**src/sv/tcf_pkg.sv**
```systemverilog
// ----------------------------------------------------------------------------
// TCP connection table package
// Types, command and status codes, slot state codes and register reset values
// that are shared by the table's front end, back end and top level.
// ----------------------------------------------------------------------------
package tcf_pkg;

    localparam logic [2:0] CMD_SEG     = 3'd0;
    localparam logic [2:0] CMD_LISTEN  = 3'd1;
    localparam logic [2:0] CMD_CONNECT = 3'd2;
    localparam logic [2:0] CMD_SEND    = 3'd3;
    localparam logic [2:0] CMD_CLOSE   = 3'd4;
    localparam logic [2:0] CMD_CONSUME = 3'd5;

    localparam logic [2:0] STS_OK        = 3'd0;
    localparam logic [2:0] STS_BAD_ARG   = 3'd1;
    localparam logic [2:0] STS_NO_ROOM   = 3'd2;
    localparam logic [2:0] STS_BAD_STATE = 3'd3;
    localparam logic [2:0] STS_NOT_FOUND = 3'd4;
    localparam logic [2:0] STS_NO_DATA   = 3'd5;
    localparam logic [2:0] STS_TOO_BIG   = 3'd6;

    localparam logic [3:0] ST_UNUSED     = 4'd0;
    localparam logic [3:0] ST_LISTEN     = 4'd2;
    localparam logic [3:0] ST_SYN_SENT   = 4'd3;
    localparam logic [3:0] ST_SYN_RCVD   = 4'd4;
    localparam logic [3:0] ST_ESTAB      = 4'd5;
    localparam logic [3:0] ST_FIN_WAIT   = 4'd6;
    localparam logic [3:0] ST_CLOSE_WAIT = 4'd7;
    localparam logic [3:0] ST_LAST_ACK   = 4'd8;

    localparam logic [7:0] FL_FIN = 8'h01;
    localparam logic [7:0] FL_SYN = 8'h02;
    localparam logic [7:0] FL_PSH = 8'h08;
    localparam logic [7:0] FL_ACK = 8'h10;

    localparam logic [1:0] CFG_EPH_BASE    = 2'd0;
    localparam logic [1:0] CFG_INIT_SEQ    = 2'd1;
    localparam logic [1:0] CFG_MAX_CONNS   = 2'd2;
    localparam logic [1:0] CFG_MAX_PAYLOAD = 2'd3;

    localparam logic [15:0] RST_EPH_BASE    = 16'd1077;
    localparam logic [31:0] RST_INIT_SEQ    = 32'h1234_5000;
    localparam logic [3:0]  RST_MAX_CONNS   = 4'd8;
    localparam logic [10:0] RST_MAX_PAYLOAD = 11'd1460;

    typedef struct packed {
        logic [15:0] eph_base;
        logic [31:0] init_seq;
        logic [3:0]  max_conns;
        logic [10:0] max_payload;
    } t_cfg;

    typedef struct packed {
        logic        bad;
        logic [2:0]  cmd;
        logic [2:0]  sel;
        logic [15:0] lport;
        logic [31:0] rip;
        logic [15:0] rport;
        logic [31:0] seq;
        logic [31:0] ack;
        logic [7:0]  flags;
        logic [15:0] plen;
        logic [15:0] bcount;
    } t_item;

    typedef struct packed {
        logic [2:0]  status;
        logic [2:0]  slot;
        logic        emit_valid;
        logic [7:0]  emit_flags;
        logic [31:0] emit_seq;
        logic [31:0] emit_ack;
        logic [15:0] emit_lport;
        logic [15:0] dest_port;
        logic [31:0] peer_ip;
        logic [12:0] granted;
        logic        last;
    } t_result;

endpackage

```
**src/sv/tcf_front.sv**
```systemverilog
// ----------------------------------------------------------------------------
// TCP connection table front end
// Accepts command beats, flags malformed commands and holds them in a
// two-entry queue until the back end takes them.
// ----------------------------------------------------------------------------
module tcf_front #(
    parameter int NUM_SLOTS = 8
) (
    input  logic           i_clk,
    input  logic           i_rst_n,
    input  logic           push,
    output logic           full,
    input  logic [2:0]     i_cmd,
    input  logic [2:0]     i_slot_sel,
    input  logic [15:0]    i_local_port,
    input  logic [31:0]    i_remote_ip,
    input  logic [15:0]    i_remote_port,
    input  logic [31:0]    i_seq_number,
    input  logic [31:0]    i_ack_number,
    input  logic [7:0]     i_segment_flags,
    input  logic [15:0]    i_payload_length,
    input  logic [15:0]    i_byte_count,
    output logic           o_valid,
    input  logic           i_take,
    output tcf_pkg::t_item o_item
);
    import tcf_pkg::*;

    t_item      r_q [2];
    logic       r_wp;
    logic       r_rp;
    logic [1:0] r_cnt;
    t_item      w_item;
    logic       w_push_ok;
    logic       w_pop_ok;

    always_comb begin
        w_item.cmd    = i_cmd;
        w_item.sel    = i_slot_sel;
        w_item.lport  = i_local_port;
        w_item.rip    = i_remote_ip;
        w_item.rport  = i_remote_port;
        w_item.seq    = i_seq_number;
        w_item.ack    = i_ack_number;
        w_item.flags  = i_segment_flags;
        w_item.plen   = i_payload_length;
        w_item.bcount = i_byte_count;
        w_item.bad    = 1'b0;
        if (i_cmd > CMD_CONSUME) begin
            w_item.bad = 1'b1;
        end else if (i_cmd == CMD_LISTEN && i_local_port == 16'd0) begin
            w_item.bad = 1'b1;
        end else if (i_cmd == CMD_CONNECT && i_remote_port == 16'd0) begin
            w_item.bad = 1'b1;
        end else if (i_cmd inside {[CMD_SEND:CMD_CONSUME]} &&
                     32'(i_slot_sel) >= 32'(NUM_SLOTS)) begin
            w_item.bad = 1'b1;
        end
    end

    assign full      = (r_cnt == 2'd2);
    assign o_valid   = (r_cnt != 2'd0);
    assign o_item    = r_q[r_rp];
    assign w_push_ok = push && !full;
    assign w_pop_ok  = o_valid && i_take;

    always_ff @(posedge i_clk) begin
        if (!i_rst_n) begin
            r_wp  <= 1'b0;
            r_rp  <= 1'b0;
            r_cnt <= 2'd0;
        end else begin
            if (w_push_ok) begin
                r_wp <= ~r_wp;
            end
            if (w_pop_ok) begin
                r_rp <= ~r_rp;
            end
            r_cnt <= r_cnt + 2'(w_push_ok) - 2'(w_pop_ok);
        end
    end

    always_ff @(posedge i_clk) begin
        if (w_push_ok) begin
            r_q[r_wp] <= w_item;
        end
    end

endmodule

```
**src/sv/tcf_back.sv**
```systemverilog
// ----------------------------------------------------------------------------
// TCP connection table back end
// Walks the table for a matching or free slot or takes the selected slot,
// applies the connection state transitions to it and queues the result beats.
// ----------------------------------------------------------------------------
module tcf_back #(
    parameter int NUM_SLOTS = 8,
    parameter int RX_CAP    = 4096,
    parameter int TX_CAP    = 4096
) (
    input  logic             i_clk,
    input  logic             i_rst_n,
    input  tcf_pkg::t_cfg    i_cfg,
    input  logic             i_valid,
    input  tcf_pkg::t_item   i_item,
    output logic             o_take,
    output logic             o_empty,
    input  logic             i_pop,
    output tcf_pkg::t_result o_res
);
    import tcf_pkg::*;

    localparam int IW     = (NUM_SLOTS > 1) ? $clog2(NUM_SLOTS) : 1;
    localparam int SW     = (IW > 3) ? IW : 3;
    localparam int UW     = $clog2(NUM_SLOTS + 1);
    localparam int CAPMAX = (RX_CAP > TX_CAP) ? RX_CAP : TX_CAP;
    localparam int FW     = $clog2(CAPMAX + 1);
    localparam logic [16:0] RX_CAP17 = 17'(RX_CAP);
    localparam logic [16:0] TX_CAP17 = 17'(TX_CAP);
    localparam logic [IW-1:0] LAST_IDX = IW'(NUM_SLOTS - 1);

    localparam logic [1:0] S_IDLE = 2'd0;
    localparam logic [1:0] S_WALK = 2'd1;
    localparam logic [1:0] S_EXEC = 2'd2;

    logic [1:0]    r_state;
    t_item         r_item;
    logic [IW-1:0] r_idx;
    logic          r_hit;
    logic [UW-1:0] r_used;

    logic [3:0]    r_st    [NUM_SLOTS];
    logic [15:0]   r_lport [NUM_SLOTS];
    logic [31:0]   r_pip   [NUM_SLOTS];
    logic [15:0]   r_pport [NUM_SLOTS];
    logic [31:0]   r_snd   [NUM_SLOTS];
    logic [31:0]   r_rcv   [NUM_SLOTS];
    logic [FW-1:0] r_rxf   [NUM_SLOTS];
    logic [FW-1:0] r_txf   [NUM_SLOTS];

    t_result r_oq [2];
    logic    r_ohead;
    logic [1:0] r_ocnt;

    logic [3:0]    c_st;
    logic [15:0]   c_lport;
    logic [31:0]   c_pip;
    logic [15:0]   c_pport;
    logic [31:0]   c_snd;
    logic [31:0]   c_rcv;
    logic [FW-1:0] c_rxf;
    logic [FW-1:0] c_txf;

    logic [3:0]    n_st;
    logic [15:0]   n_lport;
    logic [31:0]   n_pip;
    logic [15:0]   n_pport;
    logic [31:0]   n_snd;
    logic [31:0]   n_rcv;
    logic [FW-1:0] n_rxf;
    logic [FW-1:0] n_txf;

    t_result w_res0;
    t_result w_res1;
    logic    w_two;
    logic    w_alloc;
    logic    w_free;
    logic    w_match;
    logic    w_commit;
    logic [SW-1:0] w_idx_w;
    logic [2:0]    w_slot3;
    logic [SW-1:0] w_sel_w;
    logic [31:0]   w_isn;
    logic [31:0]   w_ack1;
    logic [16:0]   w_room;
    logic [16:0]   w_copy;
    logic [16:0]   w_tsum;
    logic [16:0]   w_grant;

    function automatic t_result mk_emit(input logic [2:0] slot, input logic [7:0] fl,
                                        input logic [31:0] sq, input logic [31:0] ak,
                                        input logic [15:0] lp, input logic [15:0] pp,
                                        input logic [31:0] pi);
        t_result r;
        r            = '0;
        r.status     = STS_OK;
        r.slot       = slot;
        r.emit_valid = 1'b1;
        r.emit_flags = fl;
        r.emit_seq   = sq;
        r.emit_ack   = ak;
        r.emit_lport = lp;
        r.dest_port  = pp;
        r.peer_ip    = pi;
        return r;
    endfunction

    assign c_st    = r_st[r_idx];
    assign c_lport = r_lport[r_idx];
    assign c_pip   = r_pip[r_idx];
    assign c_pport = r_pport[r_idx];
    assign c_snd   = r_snd[r_idx];
    assign c_rcv   = r_rcv[r_idx];
    assign c_rxf   = r_rxf[r_idx];
    assign c_txf   = r_txf[r_idx];

    assign w_idx_w = SW'(r_idx);
    assign w_slot3 = w_idx_w[2:0];
    assign w_sel_w = SW'(i_item.sel);
    assign w_isn   = i_cfg.init_seq + 32'(r_idx);

    assign o_take   = (r_state == S_IDLE);
    assign w_commit = (r_state == S_EXEC) && (r_ocnt == 2'd0);
    assign o_empty  = (r_ocnt == 2'd0);
    assign o_res    = r_oq[r_ohead];

    always_comb begin
        if (r_item.cmd == CMD_SEG) begin
            w_match = (c_st != ST_UNUSED) && (c_lport == r_item.lport) &&
                      ((c_st == ST_LISTEN) ||
                       (c_pport == r_item.rport && c_pip == r_item.rip));
        end else begin
            w_match = (c_st == ST_UNUSED);
        end
    end

    always_comb begin
        n_st    = c_st;
        n_lport = c_lport;
        n_pip   = c_pip;
        n_pport = c_pport;
        n_snd   = c_snd;
        n_rcv   = c_rcv;
        n_rxf   = c_rxf;
        n_txf   = c_txf;
        w_res0  = '0;
        w_res1  = '0;
        w_two   = 1'b0;
        w_alloc = 1'b0;
        w_free  = 1'b0;
        w_ack1  = (r_item.plen != 16'd0) ? (r_item.seq + 32'(r_item.plen)) : c_rcv;
        w_room  = RX_CAP17 - 17'(c_rxf);
        w_copy  = (17'(r_item.plen) < w_room) ? 17'(r_item.plen) : w_room;
        w_tsum  = 17'(c_txf) + 17'(r_item.bcount);
        w_grant = (17'(c_rxf) < 17'(r_item.bcount)) ? 17'(c_rxf) : 17'(r_item.bcount);
        if (r_item.bad) begin
            w_res0.status = STS_BAD_ARG;
        end else begin
            case (r_item.cmd)
                CMD_SEG: begin
                    if (!r_hit) begin
                        w_res0.status = STS_NOT_FOUND;
                    end else begin
                        w_res0.slot = w_slot3;
                        case (c_st)
                            ST_LISTEN: begin
                                if ((r_item.flags & FL_SYN) != 8'd0) begin
                                    n_pip   = r_item.rip;
                                    n_pport = r_item.rport;
                                    n_rcv   = r_item.seq + 32'd1;
                                    n_snd   = w_isn + 32'd1;
                                    n_st    = ST_SYN_RCVD;
                                    w_res0  = mk_emit(w_slot3, FL_SYN | FL_ACK, w_isn,
                                                      r_item.seq + 32'd1, c_lport,
                                                      r_item.rport, r_item.rip);
                                end
                            end
                            ST_SYN_SENT: begin
                                if ((r_item.flags & (FL_SYN | FL_ACK)) ==
                                    (FL_SYN | FL_ACK)) begin
                                    n_rcv  = r_item.seq + 32'd1;
                                    n_st   = ST_ESTAB;
                                    w_res0 = mk_emit(w_slot3, FL_ACK, c_snd,
                                                     r_item.seq + 32'd1, c_lport,
                                                     c_pport, c_pip);
                                end
                            end
                            ST_SYN_RCVD: begin
                                if ((r_item.flags & FL_ACK) != 8'd0) begin
                                    n_st = ST_ESTAB;
                                end
                            end
                            ST_ESTAB: begin
                                n_rcv = w_ack1;
                                if (r_item.plen != 16'd0) begin
                                    n_rxf  = FW'(17'(c_rxf) + w_copy);
                                    w_res0 = mk_emit(w_slot3, FL_ACK, c_snd, w_ack1,
                                                     c_lport, c_pport, c_pip);
                                end
                                if ((r_item.flags & FL_FIN) != 8'd0) begin
                                    n_rcv = w_ack1 + 32'd1;
                                    n_st  = ST_CLOSE_WAIT;
                                    if (r_item.plen != 16'd0) begin
                                        w_two  = 1'b1;
                                        w_res1 = mk_emit(w_slot3, FL_ACK, c_snd,
                                                         w_ack1 + 32'd1, c_lport,
                                                         c_pport, c_pip);
                                    end else begin
                                        w_res0 = mk_emit(w_slot3, FL_ACK, c_snd,
                                                         w_ack1 + 32'd1, c_lport,
                                                         c_pport, c_pip);
                                    end
                                end
                            end
                            ST_FIN_WAIT: begin
                                if ((r_item.flags & FL_FIN) != 8'd0) begin
                                    w_res0 = mk_emit(w_slot3, FL_ACK, c_snd,
                                                     c_rcv + 32'd1, c_lport,
                                                     c_pport, c_pip);
                                    n_st   = ST_UNUSED;
                                    w_free = 1'b1;
                                end
                            end
                            ST_LAST_ACK: begin
                                if ((r_item.flags & FL_ACK) != 8'd0) begin
                                    n_st   = ST_UNUSED;
                                    w_free = 1'b1;
                                end
                            end
                            default: begin
                            end
                        endcase
                    end
                end
                CMD_LISTEN, CMD_CONNECT: begin
                    if (!r_hit) begin
                        w_res0.status = STS_NO_ROOM;
                    end else begin
                        w_alloc     = 1'b1;
                        w_res0.slot = w_slot3;
                        n_rxf       = '0;
                        n_txf       = '0;
                        n_rcv       = 32'd0;
                        if (r_item.cmd == CMD_LISTEN) begin
                            n_st    = ST_LISTEN;
                            n_lport = r_item.lport;
                            n_pip   = 32'd0;
                            n_pport = 16'd0;
                            n_snd   = 32'd0;
                        end else begin
                            n_st    = ST_SYN_SENT;
                            n_lport = i_cfg.eph_base + 16'(r_idx);
                            n_pip   = r_item.rip;
                            n_pport = r_item.rport;
                            n_snd   = w_isn + 32'd1;
                            w_res0  = mk_emit(w_slot3, FL_SYN, w_isn, 32'd0,
                                              i_cfg.eph_base + 16'(r_idx),
                                              r_item.rport, r_item.rip);
                        end
                    end
                end
                CMD_SEND: begin
                    w_res0.slot = w_slot3;
                    if (c_st != ST_ESTAB) begin
                        w_res0.status = STS_BAD_STATE;
                    end else if (w_tsum > TX_CAP17) begin
                        w_res0.status = STS_NO_ROOM;
                    end else begin
                        n_txf = FW'(w_tsum);
                        if (r_item.bcount > 16'(i_cfg.max_payload)) begin
                            w_res0.status = STS_TOO_BIG;
                        end else begin
                            n_snd  = c_snd + 32'(r_item.bcount);
                            w_res0 = mk_emit(w_slot3, FL_PSH | FL_ACK, c_snd, c_rcv,
                                             c_lport, c_pport, c_pip);
                        end
                    end
                end
                CMD_CLOSE: begin
                    w_res0.slot = w_slot3;
                    case (c_st)
                        ST_UNUSED: begin
                            w_res0.status = STS_BAD_ARG;
                        end
                        ST_LISTEN, ST_SYN_SENT: begin
                            n_st   = ST_UNUSED;
                            w_free = 1'b1;
                        end
                        ST_ESTAB, ST_SYN_RCVD, ST_CLOSE_WAIT: begin
                            n_snd  = c_snd + 32'd1;
                            n_st   = (c_st == ST_CLOSE_WAIT) ? ST_LAST_ACK : ST_FIN_WAIT;
                            w_res0 = mk_emit(w_slot3, FL_FIN | FL_ACK, c_snd, c_rcv,
                                             c_lport, c_pport, c_pip);
                        end
                        default: begin
                        end
                    endcase
                end
                CMD_CONSUME: begin
                    w_res0.slot = w_slot3;
                    if (c_st == ST_UNUSED) begin
                        w_res0.status = STS_BAD_STATE;
                    end else if (c_rxf == '0) begin
                        w_res0.status = STS_NO_DATA;
                    end else begin
                        n_rxf            = FW'(17'(c_rxf) - w_grant);
                        w_res0.dest_port = c_pport;
                        w_res0.peer_ip   = c_pip;
                        w_res0.granted   = w_grant[12:0];
                    end
                end
                default: begin
                    w_res0.status = STS_BAD_ARG;
                end
            endcase
        end
        w_res0.last = !w_two;
        w_res1.last = 1'b1;
    end

    always_ff @(posedge i_clk) begin
        if (!i_rst_n) begin
            r_state <= S_IDLE;
            r_hit   <= 1'b0;
            r_idx   <= '0;
            r_used  <= '0;
            r_ohead <= 1'b0;
            r_ocnt  <= 2'd0;
            for (int k = 0; k < NUM_SLOTS; k++) begin
                r_st[k] <= ST_UNUSED;
            end
        end else begin
            case (r_state)
                S_IDLE: begin
                    if (i_valid) begin
                        r_idx <= '0;
                        r_hit <= 1'b0;
                        if (i_item.bad) begin
                            r_state <= S_EXEC;
                        end else if (i_item.cmd == CMD_SEG) begin
                            r_state <= S_WALK;
                        end else if (i_item.cmd == CMD_LISTEN ||
                                     i_item.cmd == CMD_CONNECT) begin
                            if (32'(r_used) >= 32'(i_cfg.max_conns)) begin
                                r_state <= S_EXEC;
                            end else begin
                                r_state <= S_WALK;
                            end
                        end else begin
                            r_idx   <= w_sel_w[IW-1:0];
                            r_hit   <= 1'b1;
                            r_state <= S_EXEC;
                        end
                    end
                end
                S_WALK: begin
                    if (w_match) begin
                        r_hit   <= 1'b1;
                        r_state <= S_EXEC;
                    end else if (r_idx == LAST_IDX) begin
                        r_state <= S_EXEC;
                    end else begin
                        r_idx <= r_idx + IW'(1);
                    end
                end
                S_EXEC: begin
                    if (w_commit) begin
                        r_st[r_idx] <= n_st;
                        r_used      <= r_used + UW'(w_alloc) - UW'(w_free);
                        r_state     <= S_IDLE;
                    end
                end
                default: begin
                    r_state <= S_IDLE;
                end
            endcase
            if (w_commit) begin
                r_ohead <= 1'b0;
                r_ocnt  <= w_two ? 2'd2 : 2'd1;
            end else if (i_pop && !o_empty) begin
                r_ohead <= ~r_ohead;
                r_ocnt  <= r_ocnt - 2'd1;
            end
        end
    end

    always_ff @(posedge i_clk) begin
        if (r_state == S_IDLE && i_valid) begin
            r_item <= i_item;
        end
        if (w_commit) begin
            r_lport[r_idx] <= n_lport;
            r_pip[r_idx]   <= n_pip;
            r_pport[r_idx] <= n_pport;
            r_snd[r_idx]   <= n_snd;
            r_rcv[r_idx]   <= n_rcv;
            r_rxf[r_idx]   <= n_rxf;
            r_txf[r_idx]   <= n_txf;
            r_oq[0]        <= w_res0;
            r_oq[1]        <= w_res1;
        end
    end

`ifndef SYNTHESIS
    logic [NUM_SLOTS-1:0] a_used_vec;

    always_comb begin
        for (int k = 0; k < NUM_SLOTS; k++) begin
            a_used_vec[k] = (r_st[k] != ST_UNUSED);
        end
    end

    a_used_count: assert property (@(posedge i_clk) disable iff (!i_rst_n)
        32'(r_used) == $countones(a_used_vec))
        else $error("slot use count disagrees with the slot table");

    a_ocnt_range: assert property (@(posedge i_clk) disable iff (!i_rst_n)
        r_ocnt != 2'd3)
        else $error("result queue holds more than two beats");

    a_walk_cmd: assert property (@(posedge i_clk) disable iff (!i_rst_n)
        (r_state == S_WALK) |-> (!r_item.bad && (r_item.cmd == CMD_SEG ||
            r_item.cmd == CMD_LISTEN || r_item.cmd == CMD_CONNECT)))
        else $error("slot walk started for a command that needs none");

    a_exec_to_idle: assert property (@(posedge i_clk) disable iff (!i_rst_n)
        w_commit |=> (r_state == S_IDLE && r_ocnt != 2'd0))
        else $error("commit did not queue its results");
`endif

endmodule

```
**src/sv/tcp_connection_table_fsm.sv**
```systemverilog
// ----------------------------------------------------------------------------
// TCP connection table
// Connection slot table with a simplified TCP state machine, a command queue
// in front and a result queue behind.
// ----------------------------------------------------------------------------
// Commands enter through a two-beat queue and are handled one at a time.
// An inbound segment, listen or connect walks the slot table one slot per
// cycle to find a matching or free slot; a listen or connect skips the walk
// when malformed or with max_conns slots in use. Send, close and consume go
// straight to their slot. Each command then writes its slot once and places
// one or two result beats in a two-beat result queue; the next command is
// committed only once that queue has drained. No clearing pass follows reset.
module tcp_connection_table_fsm #(
    parameter int NUM_SLOTS = 8,
    parameter int RX_CAP    = 4096,
    parameter int TX_CAP    = 4096
) (
    input  logic        i_clk,
    input  logic        i_rst_n,
    input  logic        i_cfg_we,
    input  logic [1:0]  i_cfg_index,
    input  logic [31:0] i_cfg_data,
    input  logic        push,
    output logic        full,
    input  logic [2:0]  i_cmd,
    input  logic [2:0]  i_slot_sel,
    input  logic [15:0] i_local_port,
    input  logic [31:0] i_remote_ip,
    input  logic [15:0] i_remote_port,
    input  logic [31:0] i_seq_number,
    input  logic [31:0] i_ack_number,
    input  logic [7:0]  i_segment_flags,
    input  logic [15:0] i_payload_length,
    input  logic [15:0] i_byte_count,
    output logic        empty,
    input  logic        pop,
    output logic [2:0]  o_status,
    output logic [2:0]  o_slot,
    output logic        o_emit_valid,
    output logic [7:0]  o_emit_flags,
    output logic [31:0] o_emit_seq,
    output logic [31:0] o_emit_ack,
    output logic [15:0] o_emit_local_port,
    output logic [15:0] o_dest_port,
    output logic [31:0] o_peer_ip,
    output logic [12:0] o_granted_count,
    output logic        o_last
);
    import tcf_pkg::*;

    t_cfg    r_cfg;
    t_item   w_item;
    t_result w_res;
    logic    w_valid;
    logic    w_take;

    always_ff @(posedge i_clk) begin
        if (!i_rst_n) begin
            r_cfg.eph_base    <= RST_EPH_BASE;
            r_cfg.init_seq    <= RST_INIT_SEQ;
            r_cfg.max_conns   <= RST_MAX_CONNS;
            r_cfg.max_payload <= RST_MAX_PAYLOAD;
        end else if (i_cfg_we) begin
            case (i_cfg_index)
                CFG_EPH_BASE:    r_cfg.eph_base    <= i_cfg_data[15:0];
                CFG_INIT_SEQ:    r_cfg.init_seq    <= i_cfg_data;
                CFG_MAX_CONNS:   r_cfg.max_conns   <= i_cfg_data[3:0];
                CFG_MAX_PAYLOAD: r_cfg.max_payload <= i_cfg_data[10:0];
                default: begin
                end
            endcase
        end
    end

    tcf_front #(
        .NUM_SLOTS(NUM_SLOTS)
    ) u_front (
        .i_clk           (i_clk),
        .i_rst_n         (i_rst_n),
        .push            (push),
        .full            (full),
        .i_cmd           (i_cmd),
        .i_slot_sel      (i_slot_sel),
        .i_local_port    (i_local_port),
        .i_remote_ip     (i_remote_ip),
        .i_remote_port   (i_remote_port),
        .i_seq_number    (i_seq_number),
        .i_ack_number    (i_ack_number),
        .i_segment_flags (i_segment_flags),
        .i_payload_length(i_payload_length),
        .i_byte_count    (i_byte_count),
        .o_valid         (w_valid),
        .i_take          (w_take),
        .o_item          (w_item)
    );

    tcf_back #(
        .NUM_SLOTS(NUM_SLOTS),
        .RX_CAP   (RX_CAP),
        .TX_CAP   (TX_CAP)
    ) u_back (
        .i_clk  (i_clk),
        .i_rst_n(i_rst_n),
        .i_cfg  (r_cfg),
        .i_valid(w_valid),
        .i_item (w_item),
        .o_take (w_take),
        .o_empty(empty),
        .i_pop  (pop),
        .o_res  (w_res)
    );

    assign o_status          = w_res.status;
    assign o_slot            = w_res.slot;
    assign o_emit_valid      = w_res.emit_valid;
    assign o_emit_flags      = w_res.emit_flags;
    assign o_emit_seq        = w_res.emit_seq;
    assign o_emit_ack        = w_res.emit_ack;
    assign o_emit_local_port = w_res.emit_lport;
    assign o_dest_port       = w_res.dest_port;
    assign o_peer_ip         = w_res.peer_ip;
    assign o_granted_count   = w_res.granted;
    assign o_last            = w_res.last;

endmodule

```
**config.mk**
```make
export PLATFORM = sky130hd
export DESIGN_NAME = tcp_connection_table_fsm
export DESIGN_NICKNAME = d
export VERILOG_FILES = /design/src/sv/tcf_pkg.sv /design/src/sv/tcf_front.sv /design/src/sv/tcf_back.sv /design/src/sv/tcp_connection_table_fsm.sv
export SDC_FILE = /design/constraint.sdc
export NUM_CORES = 2
export LEC_CHECK = 0
export BUFFER_PORTS_ARGS = -buffer_cell sky130_fd_sc_hd__buf_2
export CAP_MARGIN = 10
export CORE_MARGIN = 3
export CORE_UTILIZATION = 60
export CTS_BUF_LIST = sky130_fd_sc_hd__clkbuf_8
export CTS_CLUSTER_SIZE = 12
export DETAILED_ROUTE_END_ITERATION = 10
export GPL_TIMING_DRIVEN = 0
export PLACE_DENSITY_LB_ADDON = 0.15
export SETUP_SLACK_MARGIN = 0.15
export SLEW_MARGIN = 20
export SYNTH_ARGS = -nofsm -noshare
export SYNTH_HDL_FRONTEND = slang
export SYNTH_SLANG_ARGS = --single-unit
```
**constraint.sdc**
```tcl
create_clock -name i_clk -period 20.1 [get_ports i_clk]
set_clock_uncertainty 0.1 [all_clocks]
set_input_delay 3.015 -clock i_clk [delete_from_list [all_inputs] [get_ports i_clk]]
set_output_delay 3.015 -clock i_clk [all_outputs]
set_load 0.01 [all_outputs]
```
# ---- Word-level counts from Yosys, hierarchy flattened
# Memory sizes are Yosys's and may differ from the RTL's. A register that Yosys moved wholly into a read port is not among the register bits.
# Cells that the tools add are included.
dict set report classes {
  magnitude_cmp 6
  bitwise_logic 4
  add_sub_neg 19
  eq_ne 34
  n_mux 180
  n_reduce_logical 41
}
# operator n
set ops {}
lappend ops {{$mux 151} 11}
lappend ops {{$mux 154} 5}
lappend ops {{$mux 32} 23}
lappend ops {{$mux 157} 4}
lappend ops {{$pmux 151 s4} 1}
lappend ops {{$pmux 89 s4} 1}
lappend ops {{$pmux 61 s5} 1}
lappend ops {{$mux 13} 13}
lappend ops {{$add 32x1->32 const B} 5}
lappend ops {{$mux 16} 10}
lappend ops {{$pmux 32 s2} 2}
lappend ops {{$pmux 32 s4} 1}
lappend ops {{$mux 61} 2}
lappend ops {{$pmux 32 s3} 1}
lappend ops {{$mux 3} 31}
lappend ops {{$add 32x16->32} 2}
lappend ops {{$mux 4} 11}
lappend ops {{$pmux 13 s3} 1}
lappend ops {{$mux 1} 38}
lappend ops {{$add 32x3->32} 1}
lappend ops {{$eq 16x16->1} 2}
lappend ops {{$eq 32x32->1} 1}
lappend ops {{$logic_not 16->1} 2}
lappend ops {{$pmux 16 s2} 1}
lappend ops {{other kinds (56)} 114}
dict set report totals {
  mem_bits_rw 1928
  output_inout_bits 159
  register_bits 217
  word_cells 316
  memories 10
}
# name depth word_bits rd rd_ports_with_merged_regs wr line_no
set memory_table {}
lappend memory_table {u_front.r_q 2 175 1 1 1 tcf_front.sv:29} ;# t_item r_q [2];
lappend memory_table {u_back.r_oq 2 157 1 1 2 tcf_back.sv:51} ;# t_result r_oq [2];
lappend memory_table {u_back.r_pip 8 32 1 1 1 tcf_back.sv:44} ;# logic [31:0] r_pip [NUM_SLOTS];
lappend memory_table {u_back.r_rcv 8 32 1 1 1 tcf_back.sv:47} ;# logic [31:0] r_rcv [NUM_SLOTS];
lappend memory_table {u_back.r_snd 8 32 1 1 1 tcf_back.sv:46} ;# logic [31:0] r_snd [NUM_SLOTS];
lappend memory_table {u_back.r_lport 8 16 1 1 1 tcf_back.sv:43} ;# logic [15:0] r_lport [NUM_SLOTS];
lappend memory_table {{+4 memories} n/a n/a n/a n/a n/a n/a}

# ---- Depth between registers and ports, before layout
dict set report logic_depth {
  depth_word 9
  mapped_depth 37
}

# ---- Hierarchy
# A second synthesis with hierarchy kept.
dict set report unflattened {
  cells_unflattened 6444
  area_unflattened_um2 96955.5
}
# module area_each_um2 n_inst seq_area_each_um2 cells_each
set modules_own_cells {}
lappend modules_own_cells {tcf_back 81565.7 1 50908.8 5608}
lappend modules_own_cells {tcf_front 12906.1 1 10610.2 581}
lappend modules_own_cells {tcp_connection_table_fsm 2483.6 1 1261.2 255}

# ---- Least setup slack after synthesis
# Ideal clock, no wire load.
dict set report synth_path {
  path_kind {reg-to-reg}
  from {reg u_back.r_ocnt[0]}
  to {mem u_back.r_st[0][0] (data pin)}
  path_slack_ns 2.501
  path_stages_with_launch 7
  t_arrival_ns 17.285
  required_time_ns 19.786
  synth_period_minus_slack_ns 17.599
  path_cell_list {dfxtp_1 > inv_1 > ha_1 > nand3b_1 > nor4_1 > nand2_1 > nor2_1}
}
# element line_no
set synth_lines {}
lappend synth_lines {{start, declared} tcf_back.sv:53} ;# logic [1:0] r_ocnt;
lappend synth_lines {{start signal, assigned} tcf_back.sv:379} ;# r_ocnt <= w_two ? 2'd2 : 2'd1;
lappend synth_lines {{start signal, assigned} tcf_back.sv:382} ;# r_ocnt <= r_ocnt - 2'd1;
lappend synth_lines {{end, declared} tcf_back.sv:42} ;# logic [3:0] r_st [NUM_SLOTS];

==> run_results.csv <==
group,metric,value,unit
cts,htreeDepth,5,
yosys,synth.area.top_cells,"edfxtp_1, mux4_2, mux2_2, nor2_1, nand2_1",
sta,hold_viol,0,
power_and_ir_drop,static-leakage-power,36.31,nW
routing,drc,0,
layout,area_delta_synth_final,13.48,%
place,dp_hpwl,239100,microns
yosys,synth_edf_count,1960,
sta,final-setup-viol-count,0,
setup_path,timing.rr.end,"u_back.r_rxf[5][12]",
floorplan,core-area,156400,sq um
power_and_ir_drop,powerDensity,158.7,nW/um^2
routing,routed_wl,318700,microns
setup_path,start_kind,"flop",
cts,clkSinkCount,2045,
yosys,yosys.area.top_type,"edfxtp_1",
power_and_ir_drop,ir_drop,0.0001056,V
power_and_ir_drop,clkPwrFrac,0.197,
yosys,synth_commonest_cells,"edfxtp_1, nor2_1, nand2_1",
yosys,yosys.cell_types.count,120,
routing,drt_iter0_drc,8669,
layout,nNetsFinal,7614,
cts,ctsHoldBuffers,0,
power_and_ir_drop,seqPwrFrac,0.377,
cts,cts-resized-gates,0,
grt,overflow,0,
sta,worst_pin_slew,1.273,ns
setup_path,crit_type,"reg -> reg",
setup_path,reg2reg_depth,36,
layout,final_cells,9573,
place,place.gp.congestion,1.014,
grt,grt_first_pass_wirelength,447600,microns
hold_path,hold_path.startpoint,"u_back.r_used[0]",
setup_path,max_stage_delay,0.54,ns
yosys,async_flop_share,0,
layout,multi_input_area,31910,sq um
routing,vias,64050,
setup_path,r2r_slack,8.85,ns
floorplan,dieArea,162300,sq um
routing,first_pass_iters,8,
yosys,synth_warnings,0,
flow_run,maxCapViolations,0,
setup_path,cp.arrival,11.76,ns
yosys,netlist_instances,6439,
setup_path,critPathMostFrequentCell,"buf_4",
yosys,seq_area_frac_synth,0.6406,
hold_path,holdPathEnd,"u_back.r_used[0]",
floorplan,placementRows,145,
floorplan,initial_core_util,0.6045,
setup_path,slowest_stage,"mux2i_1",
routing,via_per_inst,6.691,
cts,clkSlewWorstSetupHoldPaths,0.07,ns
place,place_inst,8982,
power_and_ir_drop,power_frac_comb,0.425,
yosys,synthFlopType,"edfxtp_1",
sta,rsz0062_at_grt,"no",
setup_path,critPathRequiredTime,20.61,ns
grt,grt_pass1_vias,62370,
place,numPortBuffers,330,
routing,ant_nets,0,
setup_path,path_max_fanout,10,
power_and_ir_drop,finalPower,17.03,mW
yosys,postSynthAreaPerCell,14.68,sq um
setup_path,worstSetupEndpointType,"flop",
power_and_ir_drop,p_int,10.12,mW
cts,clk_latency,1.04,ns
floorplan,ios,372,
cts,cts_tree,"built",
layout,register_area,60560,sq um
hold_path,hold_depth,2,
sta,max_freq,0.08885,GHz
sta,period_needed,11.25,ns
yosys,ys_seq_elements,2045,
layout,fill_cells,10700,
grt,grtUsageTotal,0.3890,
hold_path,min_path_type,"reg -> reg",
power_and_ir_drop,switching_power,6.909,mW
floorplan,die_y,402.9,microns
power_and_ir_drop,switching_share,0.4058,
floorplan,die-width,402.9,microns
cts,postCtsSetupRepairBufs,0,
yosys,synthesis.area,94530,sq um
sta,maxSlewHeadroom,0.1447,
cts,ctsLongestPathBuffers,4,
grt,grt_max_degree,81,
yosys,synth_most_common_cell,"edfxtp_1",
sta,period_share,0.5599,
cts,cts_inserted_buffers,335,
yosys,yosys.area.top_type_share,0.6226,
status,status,"complete, no violations",
layout,drive_above_1_share,0.2350,
routing,wl_per_cell,33.29,microns
grt,antenna_found_initial,32,
sta,slew_violations,0,
cts,cts_root_buf,"clkbuf_8",
-- worst max-delay path, delay by kind of cell (launching register included) --
| kind | cells | cell delay (ns) |
|---|---|---|
| fa+ha+maj | 3 | 1.01 |
| compound gates | 16 | 3.92 |
| buf+inv | 13 | 4.24 |
| xor+xnor | 2 | 0.54 |
| simple gates | 1 | 0.08 |
| mux | 1 | 0.54 |
| flops | 1 | 0.34 |
-- layer usage --
metal  track usage  share of wire  up-vias
met5             0        0.00019        -
met4        0.2004          0.058       10
met3        0.1062           0.11      803
met2        0.5863           0.45     4246
met1        0.5242           0.38    32230
li1              -              -    26760
-- power groups by stage --
stage / combinational [mW] / clock (mW) / sequential, mW
finish: 7.24 / 3.36 / 6.42
global route: 7.61 / 3.59 / 6.45
CTS: 7.04 / 3.38 / 6.40
detailed placement: 7.01 / 0 / 6.49
global placement: 6.75 / 0 / 6.78
floorplan: 4.46 / 0 / 6.41
-- metrics by stage --
stage	util	setup slack [ns]	setup TNS, ns	hold slack (ns)	cell area, sq um
floorplan	-	2.501	0	0.3435	94540
global placement	0.6316	-16.15	-5980.55	0.3544	98770
detailed placement	0.6471	9.174	0	0.3624	101200
CTS	0.6855	9.133	0	0.3796	107200
global route	0.6858	8.639	0	0.4062	107200
finish	0.6859	8.845	0	0.3813	107300
-- layout by cell type, fill, tap and decap left out, types with 39 or more instances in the layout --
master | Yosys | routed
a21oi_1 | 202 | 202
a21boi_0 | 55 | 55
mux4_2 | 308 | 308
a21o_1 | 46 | 46
clkinv_1 | 3 | 71
nor2b_1 | 54 | 54
xnor2_1 | 170 | 170
inv_1 | 115 | 220
nand3_1 | 116 | 116
o22ai_1 | 87 | 87
dfxtp_1 | 85 | 85
nor4_1 | 48 | 41
ha_1 | 132 | 132
clkbuf_8 | 0 | 342
xor2_1 | 150 | 150
edfxtp_1 | 1960 | 1960
nor3_1 | 106 | 104
nand4_1 | 64 | 64
or3_1 | 39 | 39
nand2_1 | 498 | 498
mux2i_1 | 139 | 132
nor2_1 | 524 | 515
buf_12 | 9 | 48
clkbuf_1 | 189 | 175
mux2_2 | 302 | 302
buf_4 | 29 | 51
buf_2 | 41 | 424
o21ai_0 | 256 | 253
-- layout make-up --
type,count,share of cell area
Sequential cell,2045,0.5645
Timing Repair Buffer,482,0.03634
Buffer,325,0.01690
Multi-Input combinational cell,3950,0.2975
Antenna cell,17,0.0003966
Clock inverter,232,0.01217
Clock buffer,342,0.04388
Inverter,122,0.004316
Tap cell,2058,0.02400
-- how the worst max path moves through the flow --
stage,end,slack (ns),cells after the start
global route,u_back.r_rxf[3][12],8.64,36
global placement,u_back.r_st[2][0],-16.15,6
CTS,u_back.r_rxf[7][12],9.13,36
finish,u_back.r_rxf[5][12],8.85,36
detailed placement,u_back.r_rxf[3][12],9.17,36
floorplan,u_back.r_st[0][0],2.50,6
-- state kept, by name, indices dropped and copies added (netlist names), named ones only --
| register | cells |
|---|---|
| u_front.r_q | 276 |
| u_back.r_item | 135 |
| u_back.r_txf | 104 |
| u_back.r_ohead | 1 |
| u_back.r_rxf | 104 |
| u_back.r_st | 32 |
| u_back.r_used | 4 |
| u_back.r_oq | 285 |
| u_back.r_snd | 256 |
| u_back.r_ocnt | 2 |
| u_back.r_pport | 128 |
| u_back.r_pip | 256 |
| u_back.r_lport | 128 |
| r_cfg | 63 |
| u_back.r_rcv | 256 |
| u_back.r_state | 2 |
| u_front.r_rp | 1 |
| u_back.r_idx | 3 |
| u_back.r_hit | 1 |
| u_front.r_wp | 1 |
| u_front.r_cnt | 2 |
-- logic make-up (layout without fill, tap and decap cells) --
logic type | count (synthesis) | count (layout) | synth area share
AND/OR/NAND/NOR | 1651 | 1651 | 0.08224
XOR/XNOR | 320 | 320 | 0.02965
adder cells (fa/ha/maj) | 140 | 140 | 0.01917
buffers and inverters | 447 | 1503 | 0.02382
flip-flops | 2045 | 2045 | 0.6406
other | 1 | 21 | 0.00003967
AO/OA/AOI/OAI | 1065 | 1065 | 0.07591
multiplexers | 770 | 770 | 0.1285
(Power assumes the default switching activity.)
